==> src/hdl/tfdt_pkg.sv <==
// ============================================================================
// tfdt_pkg
// Shared types and constants for the triangle fragment depth-test block.
// ============================================================================
package tfdt_pkg;

    localparam int MAX_WIDTH  = 64;
    localparam int MAX_HEIGHT = 64;
    localparam int FRAC_BITS  = 16;
    localparam int DIM_W      = 7;
    localparam int PIX_W      = 6;
    localparam int DB_DEPTH   = MAX_WIDTH * MAX_HEIGHT;
    localparam int DB_AW      = $clog2(DB_DEPTH);
    localparam int SCR_W      = 30;
    localparam int PROD_W     = 62;
    localparam int WT_W       = FRAC_BITS + 1;
    localparam int DACC_W     = 50;

    localparam int DIV_RW = 63;
    localparam int DIV_NW = 48;
    localparam int DIV_CW = 6;

    localparam logic [31:0] DEPTH_MAX = 32'h7FFF_FFFF;
    localparam logic [31:0] DEPTH_MIN = 32'h8000_0000;

    localparam logic FUNC_LOAD = 1'b0;
    localparam logic FUNC_TEST = 1'b1;

    localparam logic [1:0] KIND_LOAD = 2'd0;
    localparam logic [1:0] KIND_SKIP = 2'd1;
    localparam logic [1:0] KIND_TEST = 2'd2;

    localparam logic REG_IMAGE_WIDTH  = 1'b0;
    localparam logic REG_IMAGE_HEIGHT = 1'b1;

    typedef struct packed {
        logic               func;
        logic [1:0]         vertex_slot;
        logic signed [31:0] clip_x;
        logic signed [31:0] clip_y;
        logic signed [31:0] clip_z;
        logic signed [31:0] clip_w;
        logic [PIX_W-1:0]   pixel_x;
        logic [PIX_W-1:0]   pixel_y;
    } in_t;

    typedef struct packed {
        logic               written;
        logic               inside_res;
        logic               degenerate;
        logic [11:0]        pixel_index;
        logic signed [31:0] frag_depth;
        logic [WT_W-1:0]    alpha;
        logic [WT_W-1:0]    beta;
        logic [WT_W-1:0]    gamma;
    } out_t;

    typedef struct packed {
        logic [1:0]         kind;
        logic               wzero;
        logic [1:0]         slot;
        logic signed [31:0] cx;
        logic signed [31:0] cy;
        logic signed [31:0] cz;
        logic signed [31:0] cw;
        logic [PIX_W-1:0]   px;
        logic [PIX_W-1:0]   py;
    } cmd_t;

    typedef struct packed {
        logic [DIM_W-1:0] wd;
        logic [DIM_W-1:0] ht;
    } dims_t;

    typedef struct packed {
        logic              start;
        logic [DIV_RW-1:0] rem0;
        logic [DIV_RW-1:0] den;
        logic [DIV_NW-1:0] num;
        logic [DIV_CW-1:0] count;
    } div_req_t;

    typedef struct packed {
        logic              done;
        logic [DIV_NW-1:0] quot;
    } div_stat_t;

endpackage

==> src/hdl/tfdt_div.sv <==
// ============================================================================
// tfdt_div
// Unsigned restoring divider, one quotient bit per cycle.
// ============================================================================
module tfdt_div import tfdt_pkg::*; (
    input  logic      clk,
    input  logic      rst_n,
    input  div_req_t  req,
    output div_stat_t stat
);

    logic [DIV_RW-1:0] rem_reg;
    logic [DIV_RW-1:0] den_reg;
    logic [DIV_NW-1:0] num_reg;
    logic [DIV_NW-1:0] quot_reg;
    logic [DIV_CW-1:0] cnt_reg;
    logic              busy_reg;
    logic              done_reg;
    logic [DIV_RW:0]   trial;
    logic [DIV_RW:0]   diff;
    logic              ge;

    // The remainder stays below the divisor, so one shifted-in bit always fits.
    assign trial = {rem_reg, num_reg[DIV_NW-1]};
    assign ge    = (trial >= {1'b0, den_reg});
    assign diff  = trial - {1'b0, den_reg};

    assign stat.done = done_reg;
    assign stat.quot = quot_reg;

    always_ff @(posedge clk)
    begin
        if (req.start)
        begin
            rem_reg  <= req.rem0;
            den_reg  <= req.den;
            num_reg  <= req.num;
            quot_reg <= '0;
        end
        else if (busy_reg)
        begin
            rem_reg  <= ge ? diff[DIV_RW-1:0] : trial[DIV_RW-1:0];
            num_reg  <= {num_reg[DIV_NW-2:0], 1'b0};
            quot_reg <= {quot_reg[DIV_NW-2:0], ge};
        end
    end

    always_ff @(posedge clk or negedge rst_n)
    begin
        if (!rst_n)
        begin
            cnt_reg  <= '0;
            busy_reg <= 1'b0;
            done_reg <= 1'b0;
        end
        else if (req.start)
        begin
            cnt_reg  <= req.count;
            busy_reg <= 1'b1;
            done_reg <= 1'b0;
        end
        else if (busy_reg)
        begin
            cnt_reg <= cnt_reg - 1'b1;
            if (cnt_reg == DIV_CW'(1))
            begin
                busy_reg <= 1'b0;
                done_reg <= 1'b1;
            end
        end
    end

endmodule

==> config.mk <==
export PLATFORM = sky130hd
export DESIGN_NAME = tfdt_div
export DESIGN_NICKNAME = d
export VERILOG_FILES = /design/src/hdl/tfdt_pkg.sv /design/src/hdl/tfdt_div.sv
export SDC_FILE = /design/constraint.sdc
export NUM_CORES = 1
export LEC_CHECK = 0
export ABC_AREA = 1
export BUFFER_PORTS_ARGS = -buffer_cell sky130_fd_sc_hd__buf_4
export CAP_MARGIN = 30
export CORE_MARGIN = 2
export CORE_UTILIZATION = 40
export DETAILED_ROUTE_END_ITERATION = 10
export GPL_TIMING_DRIVEN = 0
export HOLD_SLACK_MARGIN = 0.1
export SYNTH_ARGS = -nofsm -noshare
export SYNTH_HDL_FRONTEND = slang
export SYNTH_SLANG_ARGS = --single-unit
==> constraint.sdc <==
create_clock -name clk -period 4.3 [get_ports clk]
set_input_delay 0.86 -clock clk [delete_from_list [all_inputs] [get_ports clk]]
set_output_delay 0.86 -clock clk [all_outputs]
set_load 0.02 [all_outputs]
==> results.md <==
- When the netlist entered floorplanning its net count stood at 2524.
- For the pin with the worst max-slew slack, the measured transition is 0.9156 ns.
- The number of DRC violations after detailed routing is 0.
- The worst ir drop on vdd is roughly 370 uV.
- The final antenna-violating net count is 0.
- For this design the static power due to leakage is 10.19 nW.
- The first global-routing pass estimated 80360 microns of wire.
- Data on the critical path arrives at its endpoint at 3.69 ns.
- Dividing total power by cell area gives a power density of 635.2 mW/mm^2.
- The post-route netlist has roughly an eighth of its cells at a drive strength greater than 1.
- The worst setup path is captured at a flop.
- The shortest period the worst path allows is 3.377 ns.
- The maximum fanout encountered on the critical timing path is 65.
- Across all register-to-register paths, the minimum setup slack is around 1.1 ns.
- In this run the tool buffered the top-level ports with around 230 buffer cells.
- The number of gates resized after CTS is 0.
- The number of DRC markers in iteration 0 is 989.
- The post-CTS setup buffer count is 0.
- The HPWL after detailed placement is 42500 microns.
- Across all layers, the routed design uses approximately 15000 vias.
- The worst setup path is of the input port to flop kind.
- The mapped netlist covers 0.01565 sq mm.
- The number of inserted filler cells in the final layout is 4013.
- In the layout the commonest cells are 971 x sky130_fd_sc_hd__nand2_1, 447 x sky130_fd_sc_hd__inv_1, 241 x sky130_fd_sc_hd__buf_4.
- Among all flip-flop cells after synthesis, the most frequent one is sky130_fd_sc_hd__edfxtp_1.
- Once the floorplan was initialized, standard cells occupied 40.49% of the core.
- In this run, synthesis produced a sequential element count of 230.
- After synthesis, the mean cell area works out to 6.879 sq um.
- After layout, the worst path uses between 70% and 80% of the clock period.
- The number of inserted diodes is 0.
- The net switching power figure is 0.005532 W.
- For this run, asynchronously set or reset flops after synthesis account for 3.478%.
- In this run switching power makes up 45.80% of total power.
- The number of antenna violations at the first check in global routing is 0.
- Leaving out fill and tap cells, the most frequent cell in the layout is sky130_fd_sc_hd__nand2_1.
- The core outline area is 0.03865 sq mm.
- The CTS buffer count is 27.
- The max-capacitance violation count is 0.
- Summed over all failing endpoints, the final setup total negative slack is 0 ns.
- The number of synthesis warnings is 0.
- After detailed routing, the average wire length per cell comes to 16.95 microns.
- The min-delay analysis places its worst path in the category input port to flop.
- In this run the clock root is driven by a sky130_fd_sc_hd__clkbuf_16.
- The final worst clock skew is 0.04172 ns.
- Setup violations remaining at the end of the flow were counted as 0.
- The final-report hold violation count is 0.
- Per report_power, the sequential group accounts for 26.0% of the total.
- The total I/O pin count is ~230.
- The worst hold-check slack is around 0.44 ns.
- The design internal power is between 0.006 and 0.007 W.
- At the end of the flow, the number of nets in the layout was 2787.
- The worst setup path is launched from an input port.
- The H-tree depth is 1.
- The leftover overflow at the end of global routing is 0.
- The run finished with clean final reports.
- The TritonCTS clock tree is done.
- The clock latency reported for the late side of the worst-skew pair is 0.59 ns.
- The netlist uses 41 different library cells.
- Headroom to the max-slew limit came out at 38.96%.
- Setup repair after global routing left no endpoint under its margin.
- The length of the first detailed-routing pass in iterations is 5.
- The total length of routed wires is between 50000 and 60000 microns.
- The number of global-route vias before repair is 14530.
- Routability-driven placement finished with a final weighted congestion of 0.9576.
- The number of enable flip-flop cells after synthesis is 174.
- The number of cells produced by synthesis is 2275.
- In this run the core area contains between 70 and 80 standard-cell rows.
- The global-route usage over all layers is between 20% and 30%.
- The worst setup slack after layout is 0.9227 ns.
- STA puts the critical path data required time at roughly 4.6 ns.
- The number of sinks on the clock net is 230.
- The total power after layout is 0.01208 W.
- The final max-slew violation count is 0.
- The share of total power dissipated in the clock network is 19.6%.
- Per report_power, the combinational group accounts for 54.3% of the total.
- In this run the deepest clock path goes through 3 buffers.
- The signed area change from the synthesized netlist to the final layout is 21.51%.
- The die area is 0.04072 sq mm.
- After clock tree synthesis, the clock-pin slew on the worst setup and hold paths is 0.06 ns.
- The chip height is 201.8 microns.
- Entering global routing, the biggest net connects a little under 90 pins.
- The worst slack at placement is between 0.2 and 0.25 ns.
- The width of the die is ~200 microns.
- In the routed layout, each cell is associated on average with a via count of about 4.7.
- The upper clock frequency limit is 296.1 MHz.
- Sequential elements use between 40% and 50% of the synthesized area.
==> cells by family after synthesis <==
kind of cell,after synthesis,share of synthesized area [%]
simple gates,1309,34.87
compound gates,109,4.077
flops,230,40.81
fa+ha+maj,66,5.325
xor+xnor,35,1.959
buf+inv,526,12.97
==> worst max-delay path: stages <==
cell                       delay [ns]
sky130_fd_sc_hd__buf_4           0.68
sky130_fd_sc_hd__clkbuf_1        0.55
sky130_fd_sc_hd__clkinv_1        0.43
sky130_fd_sc_hd__clkbuf_1        0.48
sky130_fd_sc_hd__clkbuf_1        0.38
sky130_fd_sc_hd__nand3_1         0.19
sky130_fd_sc_hd__nand2_1         0.06
==> synth_stat cells, types with 2 or more instances <==
library cell,number,share of area [%]
sky130_fd_sc_hd__nand2_2,9,0.36
sky130_fd_sc_hd__xnor2_1,30,1.7
sky130_fd_sc_hd__nor3_1,19,0.61
sky130_fd_sc_hd__nand4_1,19,0.76
sky130_fd_sc_hd__dfxtp_1,48,6.1
sky130_fd_sc_hd__o211ai_1,3,0.14
sky130_fd_sc_hd__nand2_1,971,23
sky130_fd_sc_hd__nand3_1,124,4.0
sky130_fd_sc_hd__clkbuf_1,34,0.82
sky130_fd_sc_hd__a21o_1,2,0.096
sky130_fd_sc_hd__xor2_1,5,0.28
sky130_fd_sc_hd__o21ai_0,9,0.29
sky130_fd_sc_hd__nand2_4,2,0.14
sky130_fd_sc_hd__o22ai_1,46,1.8
sky130_fd_sc_hd__buf_2,8,0.26
sky130_fd_sc_hd__o21ai_1,2,0.064
sky130_fd_sc_hd__nand3b_1,55,2.6
sky130_fd_sc_hd__dfrtp_1,8,1.3
sky130_fd_sc_hd__ha_1,65,5.2
sky130_fd_sc_hd__edfxtp_1,174,33
sky130_fd_sc_hd__inv_2,16,0.38
sky130_fd_sc_hd__a21oi_1,40,1.3
sky130_fd_sc_hd__buf_4,10,0.48
sky130_fd_sc_hd__o21bai_1,3,0.14
sky130_fd_sc_hd__nor2_1,94,2.3
sky130_fd_sc_hd__o221ai_1,3,0.17
sky130_fd_sc_hd__nor2_2,8,0.32
sky130_fd_sc_hd__inv_1,447,11
sky130_fd_sc_hd__clkinv_1,9,0.22
==> repair_timing <==
item / CTS / global route
setup endpoints to repair: 0 / 0
endpoints found under the hold margin: 8 / 0
hold buffers: 1 / 0
==> power groups by stage <==
stage,Combinational [W],Sequential (W),Clock [W]
floorplan,0.00454,0.00312,0
global placement,0.00646,0.00317,0
detailed placement,0.00649,0.00318,0
CTS,0.00652,0.00314,0.00243
global route,0.00738,0.00320,0.00251
finish,0.00656,0.00314,0.00237
==> per-stage QoR <==
step	cell area, sq um	instances	util (%)
4_1_cts	19020	3077	49.20
3_3_place_gp	18030	3024	46.66
2_1_floorplan	15650	2275	-
5_1_grt	19020	3077	49.20
3_5_place_dp	18080	3026	46.79
6_report	19020	3077	49.20
==> final timing paths <==
| path | endpoint | cells after the start | startpoint |
|---|---|---|---|
| worst min-delay path | den_reg[29] | 1 | req[83] |
| worst max register to register | rem_reg[47] | 18 | num_reg[47] |
| worst min register to register | quot_reg[47] | 2 | quot_reg[47] |
| max in group asynchronous | cnt_reg[5] | 2 | rst_n |
| worst max-delay path | rem_reg[30] | 7 | req[180] |
| min in group asynchronous | done_reg | 2 | rst_n |
==> final cells by class <==
cell class | instances | area, sq um | area share [%]
Buffer | 54 | 267.8 | 1.408
Clock buffer | 41 | 830.8 | 4.369
Clock inverter | 9 | 90.09 | 0.4737
Inverter | 472 | 1772 | 9.317
Multi-Input combinational cell | 1519 | 7234 | 38.04
Sequential cell | 230 | 6386 | 33.58
Tap cell | 518 | 648.1 | 3.408
Timing Repair Buffer | 234 | 1787 | 9.396
==> metal layers <==
metal	wire length, microns	up-vias	track usage [%]
met1	23550	6596	33.59
met3	3978	52	6.724
li1	-	7532	-
met4	1069	0	5.410
met5	0	-	0
met2	23550	374	42.40
(Power assumes the default switching activity.)
